File: src/sv/scbpa_pkg.sv
// Shared types, codes and constants for the size-class buffer pool accounting block.
`default_nettype none

package scbpa_pkg;

  localparam int NUM_CLASSES_DEF     = 5;
  localparam int MIN_SIZE_LOG2_DEF   = 12;
  localparam int INITIAL_ENTRIES_DEF = 10;
  localparam int BUDGET_RESET        = 20;
  localparam int QUEUE_DEPTH         = 2;
  localparam int COUNT_W             = 16;
  localparam int CLASS_W             = 3;
  localparam int BUDGET_W            = 5;

  // Request kinds after classification.
  localparam logic [1:0] OP_GET     = 2'd0;
  localparam logic [1:0] OP_PUT     = 2'd1;
  localparam logic [1:0] OP_OVR_GET = 2'd2;
  localparam logic [1:0] OP_OVR_PUT = 2'd3;

  // Result actions.
  localparam logic [2:0] ACT_REUSED        = 3'd0;
  localparam logic [2:0] ACT_CREATED       = 3'd1;
  localparam logic [2:0] ACT_OVR_CREATED   = 3'd2;
  localparam logic [2:0] ACT_POOLED        = 3'd3;
  localparam logic [2:0] ACT_DESTROYED     = 3'd4;
  localparam logic [2:0] ACT_OVR_DESTROYED = 3'd5;

  // Request type codes.
  localparam logic REQ_GET = 1'b0;
  localparam logic REQ_PUT = 1'b1;

  typedef struct packed {
    logic        req_type;
    logic [31:0] req_size;
    logic [2:0]  return_class;
  } req_t;

  typedef struct packed {
    logic [2:0]  class_index;
    logic [2:0]  action;
    logic [15:0] free_after;
    logic [15:0] total_after;
    logic        count_saturated;
  } resp_t;

  // Classified command passed from the front end to the back end.
  typedef struct packed {
    logic [1:0]         op;
    logic [CLASS_W-1:0] cls;
  } cmd_t;

  // Count held by a class after reset: the initial entries, limited by the
  // class cap at the reset budget and by the counter range.
  function automatic logic [COUNT_W-1:0] reset_count(input int initial_entries,
                                                     input int min_log2,
                                                     input int cls);
    int lg;
    int cap;
    int n;
    lg  = min_log2 + cls;
    cap = (BUDGET_RESET <= lg) ? 1 : (1 << (BUDGET_RESET - lg));
    n   = (initial_entries > cap) ? cap : initial_entries;
    n   = (n > 65535) ? 65535 : n;
    return COUNT_W'(n);
  endfunction

endpackage

`default_nettype wire

File: src/sv/scbpa_front.sv
// Front end: accepts request items and maps them to a class and a command.
`default_nettype none

module scbpa_front #(
  parameter int NUM_CLASSES   = 5,
  parameter int MIN_SIZE_LOG2 = 12
) (
  input  wire logic           in_valid,
  input  wire scbpa_pkg::req_t in_item,
  output logic                in_ready,
  input  wire logic           q_ready,
  output logic                push,
  output scbpa_pkg::cmd_t     cmd
);
  import scbpa_pkg::*;

  localparam logic [CLASS_W-1:0] OVR_CODE =
    (NUM_CLASSES > 7) ? CLASS_W'(7) : CLASS_W'(NUM_CLASSES);

  logic [CLASS_W-1:0] get_cls;
  logic               put_ovr;

  // Smallest class whose buffer size covers the request; the classes are
  // nested, so scanning downwards leaves the smallest match.
  always_comb begin
    get_cls = OVR_CODE;
    for (int i = NUM_CLASSES - 1; i >= 0; i--) begin
      if ({1'b0, in_item.req_size} <= (33'd1 << (MIN_SIZE_LOG2 + i))) begin
        get_cls = CLASS_W'(i);
      end
    end
  end

  assign put_ovr = ({1'b0, in_item.return_class} >= 4'(NUM_CLASSES));

  always_comb begin
    if (in_item.req_type == REQ_GET) begin
      cmd.cls = get_cls;
      cmd.op  = (get_cls == OVR_CODE) ? OP_OVR_GET : OP_GET;
    end else begin
      cmd.cls = put_ovr ? OVR_CODE : in_item.return_class;
      cmd.op  = put_ovr ? OP_OVR_PUT : OP_PUT;
    end
  end

  assign in_ready = q_ready;
  assign push     = in_valid && q_ready;

endmodule

`default_nettype wire

File: src/sv/scbpa_queue.sv
// Short command queue between the front end and the back end.
`default_nettype none

module scbpa_queue #(
  parameter int DEPTH = 2
) (
  input  wire logic            clk,
  input  wire logic            rst,
  input  wire logic            push,
  input  wire scbpa_pkg::cmd_t push_cmd,
  output logic                 ready,
  input  wire logic            pop,
  output logic                 valid,
  output scbpa_pkg::cmd_t      head
);
  import scbpa_pkg::*;

  localparam int PTR_W = (DEPTH > 1) ? $clog2(DEPTH) : 1;
  localparam int CNT_W = $clog2(DEPTH + 1);

  cmd_t             entries [DEPTH];
  logic [PTR_W-1:0] wr_ptr;
  logic [PTR_W-1:0] rd_ptr;
  logic [CNT_W-1:0] count;

  assign ready = (count != CNT_W'(DEPTH));
  assign valid = (count != '0);
  assign head  = entries[rd_ptr];

  always_ff @(posedge clk) begin
    if (push) begin
      entries[wr_ptr] <= push_cmd;
    end
  end

  always_ff @(posedge clk) begin
    if (rst) begin
      wr_ptr <= '0;
      rd_ptr <= '0;
      count  <= '0;
    end else begin
      if (push) begin
        wr_ptr <= (wr_ptr == PTR_W'(DEPTH - 1)) ? '0 : wr_ptr + 1'b1;
      end
      if (pop) begin
        rd_ptr <= (rd_ptr == PTR_W'(DEPTH - 1)) ? '0 : rd_ptr + 1'b1;
      end
      if (push && !pop) begin
        count <= count + 1'b1;
      end else if (pop && !push) begin
        count <= count - 1'b1;
      end
    end
  end

endmodule

`default_nettype wire

File: src/sv/scbpa_back.sv
// Back end: per-class counters, cap check and the registered result.
`default_nettype none

module scbpa_back #(
  parameter int NUM_CLASSES     = 5,
  parameter int MIN_SIZE_LOG2   = 12,
  parameter int INITIAL_ENTRIES = 10
) (
  input  wire logic                              clk,
  input  wire logic                              rst,
  input  wire logic [scbpa_pkg::BUDGET_W-1:0]    budget_log2,
  input  wire logic                              q_valid,
  input  wire scbpa_pkg::cmd_t                   q_head,
  output logic                                   q_pop,
  output logic                                   out_valid,
  input  wire logic                              out_ready,
  output scbpa_pkg::resp_t                       out_item
);
  import scbpa_pkg::*;

  localparam int IDX_W = (NUM_CLASSES > 1) ? $clog2(NUM_CLASSES) : 1;

  logic [COUNT_W-1:0] free_count  [NUM_CLASSES];
  logic [COUNT_W-1:0] total_count [NUM_CLASSES];

  logic [IDX_W-1:0]   idx;
  logic [COUNT_W-1:0] fc;
  logic [COUNT_W-1:0] tc;
  logic [COUNT_W-1:0] free_next;
  logic [COUNT_W-1:0] total_next;
  logic [5:0]         lg;
  logic [5:0]         expo;
  logic               over_cap;
  logic               count_wr;
  resp_t              rsp_next;

  assign idx = q_head.cls[IDX_W-1:0];
  assign fc  = free_count[idx];
  assign tc  = total_count[idx];

  // The cap is 2^(budget - class log2 size), or one when the budget is at
  // or below the class size; a cap of 2^16 or more is never exceeded.
  assign lg   = 6'(MIN_SIZE_LOG2) + {3'b000, q_head.cls};
  assign expo = {1'b0, budget_log2} - lg;

  always_comb begin
    if ({1'b0, budget_log2} <= lg) begin
      over_cap = (tc > COUNT_W'(1));
    end else if (expo >= 6'd16) begin
      over_cap = 1'b0;
    end else begin
      over_cap = ({1'b0, tc} > (17'd1 << expo[3:0]));
    end
  end

  assign q_pop = q_valid && (!out_valid || out_ready);

  always_comb begin
    free_next  = fc;
    total_next = tc;
    count_wr   = 1'b0;
    rsp_next   = '0;
    rsp_next.class_index = q_head.cls;
    unique case (q_head.op)
      OP_GET: begin
        count_wr = 1'b1;
        if (fc != '0) begin
          free_next       = fc - 1'b1;
          rsp_next.action = ACT_REUSED;
        end else begin
          rsp_next.action = ACT_CREATED;
          if (tc == '1) begin
            rsp_next.count_saturated = 1'b1;
          end else begin
            total_next = tc + 1'b1;
          end
        end
        rsp_next.free_after  = free_next;
        rsp_next.total_after = total_next;
      end
      OP_PUT: begin
        count_wr = 1'b1;
        if (over_cap) begin
          total_next      = tc - 1'b1;
          rsp_next.action = ACT_DESTROYED;
        end else begin
          rsp_next.action = ACT_POOLED;
          if (fc == '1) begin
            rsp_next.count_saturated = 1'b1;
          end else begin
            free_next = fc + 1'b1;
          end
        end
        rsp_next.free_after  = free_next;
        rsp_next.total_after = total_next;
      end
      OP_OVR_GET: begin
        rsp_next.action = ACT_OVR_CREATED;
      end
      OP_OVR_PUT: begin
        rsp_next.action = ACT_OVR_DESTROYED;
      end
      default: begin
        rsp_next.action = ACT_OVR_DESTROYED;
      end
    endcase
  end

  always_ff @(posedge clk) begin
    if (rst) begin
      for (int i = 0; i < NUM_CLASSES; i++) begin
        free_count[i]  <= reset_count(INITIAL_ENTRIES, MIN_SIZE_LOG2, i);
        total_count[i] <= reset_count(INITIAL_ENTRIES, MIN_SIZE_LOG2, i);
      end
    end else if (q_pop && count_wr) begin
      free_count[idx]  <= free_next;
      total_count[idx] <= total_next;
    end
  end

  always_ff @(posedge clk) begin
    if (rst) begin
      out_valid <= 1'b0;
    end else if (q_pop) begin
      out_valid <= 1'b1;
    end else if (out_ready) begin
      out_valid <= 1'b0;
    end
  end

  always_ff @(posedge clk) begin
    if (q_pop) begin
      out_item <= rsp_next;
    end
  end

endmodule

`default_nettype wire

File: src/sv/size_class_buffer_pool_accounting.sv
// Top level of the size-class buffer pool accounting block.
//
//   channel   direction  handshake             payload
//   in        input      in_valid / in_ready   in_item   (req_t)
//   out       output     out_valid / out_ready out_item  (resp_t)
//   cfg       input      cfg_wr_en             cfg_wr_data (budget_log2)
//
// One item is taken every cycle when nothing stalls. An accepted item is
// classified at once and written to a two-entry command queue; the back end
// pops it from the queue, updates the class counters in a single
// read-modify-write and registers the result, which is presented from the
// output register until it is taken. Because that read-modify-write reads
// and writes the counters at the same pop, consecutive items on the same
// class see each other's updates.
// Reset is synchronous and loads every class counter with its initial count
// in the same cycle, so there is no clearing pass. When the output stalls,
// the output register holds and the queue fills; in_ready falls once the
// queue is full.
`default_nettype none

module size_class_buffer_pool_accounting #(
  parameter int NUM_CLASSES     = scbpa_pkg::NUM_CLASSES_DEF,
  parameter int MIN_SIZE_LOG2   = scbpa_pkg::MIN_SIZE_LOG2_DEF,
  parameter int INITIAL_ENTRIES = scbpa_pkg::INITIAL_ENTRIES_DEF
) (
  input  wire logic                           clk,
  input  wire logic                           rst,
  input  wire logic                           in_valid,
  output logic                                in_ready,
  input  wire scbpa_pkg::req_t                in_item,
  output logic                                out_valid,
  input  wire logic                           out_ready,
  output scbpa_pkg::resp_t                    out_item,
  input  wire logic                           cfg_wr_en,
  input  wire logic [scbpa_pkg::BUDGET_W-1:0] cfg_wr_data
);
  import scbpa_pkg::*;

  // The budget register sets the per-class caps; it only affects puts that reach the back end after it is written.
  logic [BUDGET_W-1:0] budget_log2;

  logic q_ready;
  logic q_push;
  logic q_valid;
  logic q_pop;
  cmd_t push_cmd;
  cmd_t q_head;

  always_ff @(posedge clk) begin
    if (rst) begin
      budget_log2 <= BUDGET_W'(BUDGET_RESET);
    end else if (cfg_wr_en) begin
      budget_log2 <= cfg_wr_data;
    end
  end

  // Front end: class lookup for gets, range check for puts.
  scbpa_front #(
    .NUM_CLASSES   (NUM_CLASSES),
    .MIN_SIZE_LOG2 (MIN_SIZE_LOG2)
  ) u_front (
    .in_valid (in_valid),
    .in_item  (in_item),
    .in_ready (in_ready),
    .q_ready  (q_ready),
    .push     (q_push),
    .cmd      (push_cmd)
  );

  // Decouples acceptance from the counter update and the output stall.
  scbpa_queue #(
    .DEPTH (QUEUE_DEPTH)
  ) u_queue (
    .clk      (clk),
    .rst      (rst),
    .push     (q_push),
    .push_cmd (push_cmd),
    .ready    (q_ready),
    .pop      (q_pop),
    .valid    (q_valid),
    .head     (q_head)
  );

  // Back end: counters, cap check and the result register.
  scbpa_back #(
    .NUM_CLASSES     (NUM_CLASSES),
    .MIN_SIZE_LOG2   (MIN_SIZE_LOG2),
    .INITIAL_ENTRIES (INITIAL_ENTRIES)
  ) u_back (
    .clk         (clk),
    .rst         (rst),
    .budget_log2 (budget_log2),
    .q_valid     (q_valid),
    .q_head      (q_head),
    .q_pop       (q_pop),
    .out_valid   (out_valid),
    .out_ready   (out_ready),
    .out_item    (out_item)
  );

endmodule

`default_nettype wire

File: config.mk
export PLATFORM = sky130hd
export DESIGN_NAME = size_class_buffer_pool_accounting
export DESIGN_NICKNAME = d
export VERILOG_FILES = /design/src/sv/scbpa_pkg.sv /design/src/sv/scbpa_front.sv /design/src/sv/scbpa_queue.sv /design/src/sv/scbpa_back.sv /design/src/sv/size_class_buffer_pool_accounting.sv
export SDC_FILE = /design/constraint.sdc
export NUM_CORES = 1
export LEC_CHECK = 0
export BUFFER_PORTS_ARGS = -buffer_cell sky130_fd_sc_hd__buf_4
export CORE_ASPECT_RATIO = 1.25
export CORE_MARGIN = 2
export CORE_UTILIZATION = 32
export DETAILED_ROUTE_END_ITERATION = 12
export GPL_TIMING_DRIVEN = 0
export PLACE_DENSITY_LB_ADDON = 0.1
export SLEW_MARGIN = 20
export SYNTH_ARGS = -nofsm -noshare
export SYNTH_HDL_FRONTEND = slang
export SYNTH_SLANG_ARGS = --single-unit
File: constraint.sdc
create_clock -name clk -period 8 [get_ports clk]
set_input_delay 0 -clock clk [delete_from_list [all_inputs] [get_ports clk]]
set_output_delay 0 -clock clk [all_outputs]
set_load 0.03 [all_outputs]
### After elaboration in Yosys (flattened, before gate mapping)

Memories as Yosys holds them, arrays and structs flattened. A register that Yosys moved wholly into a read port is not among the register bits.
Index checks and enable logic that the tools add are counted.

* $add $sub $neg: 10
* equality and inequality tests: 7
* reduce and logical (&&, ||, !) cells: 17
* $lt $le $gt $ge: 10
* muxes and demuxes: 49
* shifts and indexed selects: 1

Operator list (count)
* 2-to-1 mux 16 bit: 8
* one-hot mux 33 bit (2 select lines): 1
* one-hot mux 16 bit (2 select lines): 2
* adder 16 x 1 -> 16 bit, second input constant: 2
* equality test 16 bit, second input constant: 2
* <= comparator 32 x 13 -> 1 bit, second input constant: 1
* <= comparator 32 x 14 -> 1 bit, second input constant: 1
* <= comparator 32 x 15 -> 1 bit, second input constant: 1
* <= comparator 32 x 16 -> 1 bit, second input constant: 1
* <= comparator 32 x 17 -> 1 bit, second input constant: 1
* OR reduction 16 bit: 2
* subtractor 16 x 1 -> 16 bit, second input constant: 2
* 2-to-1 mux 1 bit: 24
* 2-to-1 mux 3 bit: 8
* > comparator 16 x 17 -> 1 bit: 1
* left shift 1 x 4 -> 17 bit, first input constant: 1
* > comparator 16 x 1 -> 1 bit, second input constant: 1
* nonzero test 16 bit: 1
* one-hot mux 3 bit (4 select lines): 1
* 2-to-1 mux 2 bit: 4
* >= comparator 6 x 5 -> 1 bit, second input constant: 1
* <= comparator 5 x 6 -> 1 bit: 1
* nonzero test 2 bit: 3
* subtractor 5 x 6 -> 6 bit: 1
* 15 further kinds: 23

* bits of input ports: 46
* RAM bits: 170
* bits in registers: 49
* memories: 3

Memory list
* u_back.free_count: depth 5, bits a word 16, rd ports 1, clocked after Yosys merged registers in 0, write ports 5, RTL line scbpa_back.sv:23 `logic [COUNT_W-1:0] free_count [NUM_CLASSES];`
* u_back.total_count: depth 5, bits a word 16, rd ports 1, clocked after Yosys merged registers in 0, write ports 5, RTL line scbpa_back.sv:24 `logic [COUNT_W-1:0] total_count [NUM_CLASSES];`
* u_queue.entries: depth 2, bits a word 5, rd ports 1, clocked after Yosys merged registers in 1, write ports 1, RTL line scbpa_queue.sv:21 `cmd_t entries [DEPTH];`

### Depth between registers and ports, before layout

* word-level depth: 9
* gate-level depth with buffers: 24
* depth with buffers taken out: 19

### Cells and area by module

A second synthesis with hierarchy kept.

* cell total of the unflattened synthesis: 1517
* area, all modules: 17421.7 um^2

By module, submodules not included
* scbpa_back: instances 1, cells each 1418, area each 16353.2 um^2
* scbpa_queue: instances 1, cells each 37, area each 564.3 um^2
* scbpa_front: instances 1, cells each 46, area each 321.6 um^2
* size_class_buffer_pool_accounting: instances 1, cells each 16, area each 182.7 um^2

### Least setup slack after synthesis

OpenSTA, ideal clock, no wires.

* path kind: register -> register
* start: register (tool-made name)
* end: memory u_back.free_count[5][0] (enable)
* slack: 2.412 ns
* arrival time: 5.087 ns
* library setup time: 0.502 ns
* stages on the path, launching flop included: 9
* period minus slack after synthesis: 5.588 ns
* cells stage by stage: dfxtp_1 buf_6 buf_2 buf_2 buf_2 mux2_2 buf_1 clkbuf_1 nor4_1

RTL lines (RTL line)
* end, declared: scbpa_back.sv:23

==> impl_results.md <==
- Start point of the critical path: u_queue.entries[0][0]$_DFFE_PP_
- CTS tree: built
- Final standard cell count with taps included and fillers excluded: 2,400
- Nets: 1,779
- Post-route fraction of the period consumed by the critical path: 94.04%
- Total negative slack: 0 ns
- Leakage power of the design: 7.068 nW
- Power density cells: 381.8 nW/um^2
- Part of the Yosys area used for sequential elements: 55.37%
- Count of maximum capacitance violations: 0
- Avg Synthesized Cell Area: 10.95 sq um
- Most instantiated flip-flop cell in the synthesis netlist: sky130_fd_sc_hd__edfxtp_1
- Final setup fails: 0
- Post-synthesis cell type count: 106
- Area of the multi-input gates: 7008 sq um
- Clock Skews: 0.01930 ns
- Cell Chain, Critical Path: clkbuf_1 > mux2i_2 > inv_2 > buf_2 > buf_2 > buf_2 > ha_1 > fa_1 > xor2_1 > nor2b_1 > nand2_1 > ha_1 > nand4_1 > nor4_1 > a221oi_1 > o21ai_0 > o21bai_2 > buf_4 > buf_6 > a31oi_1 > xnor2_1 > inv_1
- Count of buffering cells on the critical path with inverters included: 8
- Total number of cells along the worst setup path: 22
- Relative area change from synthesis to final layout: 17.55%
- Horizontal die dimension: 209.8 microns
- Clock latency at the later pin of the worst-skew pair: 0.54 ns
- Vias in the first global route: 13,812
- Global router's overall resource usage: 24.65%
- Detailed Route Iter0 Violations: 1,342
- Cell at the root of the clock tree: sky130_fd_sc_hd__clkbuf_16
- Number of buffers added by the clock tree synthesis step: 36
- Largest cells by area after synthesis: sky130_fd_sc_hd__edfxtp_1 54%, sky130_fd_sc_hd__nor2_1 4.9%, sky130_fd_sc_hd__nand2_1 3.8%, sky130_fd_sc_hd__ha_1 2.1%, sky130_fd_sc_hd__mux2i_1 2.0%
- Compound-gate portion of the synthesized area: 11.50%
- Data arrival, critical path: 7.77 ns
- Maximum level of the CTS H-tree: 2
- Share of cell area taken by muxes after synthesis: 3.442%
- Basic-gate share of the synthesized area counting and, or, nand and nor cells: 21.32%
- Crit path launch type: register
- Crit path max fanout: 12
- Count of endpoints failing hold in the final timing report: 0
- Fillers: 5,299
- Post-Route WL: 68,170 microns
- Top-count cell post-synth: sky130_fd_sc_hd__edfxtp_1
- Placeable Area: 52,460 sq um
- Most used cell along the critical path: sky130_fd_sc_hd__buf_2
- Post-placement cell count: 2,317
- Syn Inst Count: 1,547
- Post-detailed-route wirelength per cell: 28.41 microns
- Most area-hungry cell type in the Yosys netlist: sky130_fd_sc_hd__edfxtp_1
- Register-to-register setup slack: 0.48 ns
- Deepest clock path buffer count: 3
- Slowest cell delay on critical path: 0.53 ns
- Final weighted congestion in routability-driven placement: 0.8904
- I/O pins: 87
- Pin count of the biggest net entering global routing: 33
- Number of search-and-repair iterations in the first detailed-routing pass: 5
- Number of standard-cell rows in the floorplan: 94
- WP data required: 8.25 ns
- Sequential cell area: 9379 sq um
- YS warnings: 0
- Number of cells on the worst reg-to-reg path: 22
- Count of pins over their slew limit: 0
- Via total after detailed routing: 13,809
- Result of the run: finished, final reports clean
- Arithmetic-cell share of the synthesized area counting full adders, half adders and majority gates: 2.378%
- Minimum clock period after layout: 7.523 ns
- Worst-Margin Slew: 1.104 ns
- Clock-pin slew on the worst setup and hold paths: 0.06 ns
- Die span in y: 261.2 microns
- Cell types with the highest counts after synthesis: 305 x sky130_fd_sc_hd__edfxtp_1, 220 x sky130_fd_sc_hd__nor2_1, 172 x sky130_fd_sc_hd__nand2_1, 67 x sky130_fd_sc_hd__nand3_1, 65 x sky130_fd_sc_hd__a21oi_1
- Global-route wire length before repair: 96,400 microns
- Slowest cell on the critical path: sky130_fd_sc_hd__o21ai_0
- DP Wirelength: 49,330 microns
- #FFs+latches synth: 316
- Number of antenna violations at the first check in global routing: 0
- Port Buf Inserts: 84
- Classification of the worst setup path: reg2reg
- Endpoint of the worst register-to-register path: u_back.free_count[5][10]$_DFFE_PP_
- FF-to-FF Start: u_queue.entries[0][0]$_DFFE_PP_
- Fraction of synthesized cell area taken by the top area cell type: 54.07%
- Number of enable flip-flop cells after synthesis: 305
- Postcts setup bufs: 0
- Share of cells above drive strength 1: 16.20%
- Fraction of synthesis flops using an asynchronous set or reset pin: 0%
- Number of sinks handled by clock tree synthesis: 316
- Synthesized cell area: 16,940 sq um
- Post-synth net total: 1,624
- Headroom to the max-slew limit: 26.37%
- Area enclosed by the die boundary: 54,810 sq um
- # diodes: 0
- Initial core utilization: 32.29%
- Unrepaired setup endpoints after global routing: false
- Peak ir drop on the vdd network: 0.0002400 V
- Type of the most critical hold path: in2reg
- Largest delay share family, worst path: buffers and inverters
- Combinational family with the most area after synthesis: simple AND/OR/NAND/NOR gates
- Endpoint type of the worst setup path: register
- DRC violations left: 0
- Post-layout worst setup margin: 0.4768 ns
- Place WS: 0.3571 ns
- Maximum achievable frequency: 0.1329 GHz
- Congestion Overflow GR: 0
- CP Capture Point: u_back.free_count[5][10]$_DFFE_PP_
- Xor and xnor fraction of the mapped netlist area: 2.208%
- Per-cell via count in the routed design: 5.754
- Final antenna-violating net count: 0
cell usage in the layout (no fill, tap or decap), types with 7 or more instances in the layout:
cell type	count
sky130_fd_sc_hd__nor2_1	218
sky130_fd_sc_hd__buf_2	35
sky130_fd_sc_hd__ha_1	29
sky130_fd_sc_hd__mux2i_1	34
sky130_fd_sc_hd__nor3b_1	8
sky130_fd_sc_hd__clkinv_1	9
sky130_fd_sc_hd__inv_2	8
sky130_fd_sc_hd__and3_1	21
sky130_fd_sc_hd__nand3_1	67
sky130_fd_sc_hd__mux2_2	8
sky130_fd_sc_hd__a21oi_1	65
sky130_fd_sc_hd__a22oi_1	7
sky130_fd_sc_hd__a211o_1	7
sky130_fd_sc_hd__xnor2_1	31
sky130_fd_sc_hd__or3_1	12
sky130_fd_sc_hd__clkbuf_16	36
sky130_fd_sc_hd__a31oi_1	16
sky130_fd_sc_hd__xor2_1	8
sky130_fd_sc_hd__and2_1	12
sky130_fd_sc_hd__nand2_1	172
sky130_fd_sc_hd__dlygate4sd3_1	19
sky130_fd_sc_hd__nor3_1	46
sky130_fd_sc_hd__edfxtp_1	305
sky130_fd_sc_hd__o21ai_0	27
sky130_fd_sc_hd__a221o_1	10
sky130_fd_sc_hd__nand4_1	34
sky130_fd_sc_hd__nor2b_1	12
sky130_fd_sc_hd__nor4_1	29
sky130_fd_sc_hd__buf_6	11
sky130_fd_sc_hd__clkbuf_1	50
sky130_fd_sc_hd__nand2b_1	10
sky130_fd_sc_hd__dfxtp_1	11
sky130_fd_sc_hd__and4_1	8
sky130_fd_sc_hd__o22ai_1	13
sky130_fd_sc_hd__inv_1	37
sky130_fd_sc_hd__buf_4	93
per-layer routing:
metal	vias to the layer above	GRT usage (%)	wire length, microns
met5	-	0	0
met3	140	3.250	3795
met2	573	44.27	34400
met4	0	9.279	2589
li1	6140	-	-
met1	6956	30.20	27390
sequential cells by signal, indices dropped and copies added, names as in the netlist, named ones only:
register	cells
u_queue.count	2
u_queue.rd_ptr	1
u_back.total_count	128
u_queue.wr_ptr	1
budget_log2	5
u_queue.entries	10
u_back.out_item	39
u_back.free_count	128
u_back.out_valid	1
report_power, final:
| part | switching [W] | total, W | internal, W |
|---|---|---|---|
| combinational | 0.00277 | 0.00384 | 0.00107 |
| sequential | 0.0000726 | 0.00224 | 0.00217 |
| clock | 0.000685 | 0.00152 | 0.000833 |
kinds of logic after synthesis:
group,count (synthesis)
AOI/OAI and AO/OA,261
xor gates and xnor gates,41
adders and majority gates,31
buffers and inverters,132
DFF,316
muxes,50
and+or+nand+nor,716
timing repair:
item	in CTS	in global routing
hold endpoints to repair	22	0
gates resized for setup	0	1
hold buffers	19	0
endpoints found under the setup margin	0	8
stage by stage:
stage	total power (W)	area, sq um	util [%]	hold slack, ns
final	0.007602	19910	37.96	0.02406
after global routing	0.007938	19910	37.96	0.04589
after CTS	0.007592	19900	37.93	0.01533
after detailed placement	0.006056	18670	35.60	0.2071
after global placement	0.006019	18410	35.10	0.2082
after floorplan	0.004564	16940	-	0.09887
worst min path at each step:
stage	from	end	slack, ns	cells after the start
final	in_item[15]	u_queue.entries[1][0]$_DFFE_PP_	0.02	3
after global routing	in_item[15]	u_queue.entries[1][0]$_DFFE_PP_	0.05	3
after CTS	in_item[15]	u_queue.entries[1][0]$_DFFE_PP_	0.02	3
after detailed placement	cfg_wr_data[4]	budget_log2[4]$_SDFFE_PP1P_	0.21	2
after global placement	cfg_wr_data[4]	budget_log2[4]$_SDFFE_PP1P_	0.21	2
after floorplan	in_item[35]	u_queue.entries[0][3]$_DFFE_PP_	0.1	0
tightest hold or removal path: cells and delay by family:
family / cells / cell delay, ns
AO/OA/AOI/OAI: 2 / 0.31
buffers and inverters: 1 / 0.09
area by class of cell:
type | count | share of cell area (%)
sequential | 316 | 47.10
multi-input combinational | 1099 | 35.19
timing repair buffer | 117 | 5.064
clock buffer | 47 | 4.731
tap | 672 | 4.222
buffer | 86 | 2.344
inverter | 46 | 0.8797
clock inverter | 17 | 0.4650
(Power assumes the default switching activity.)
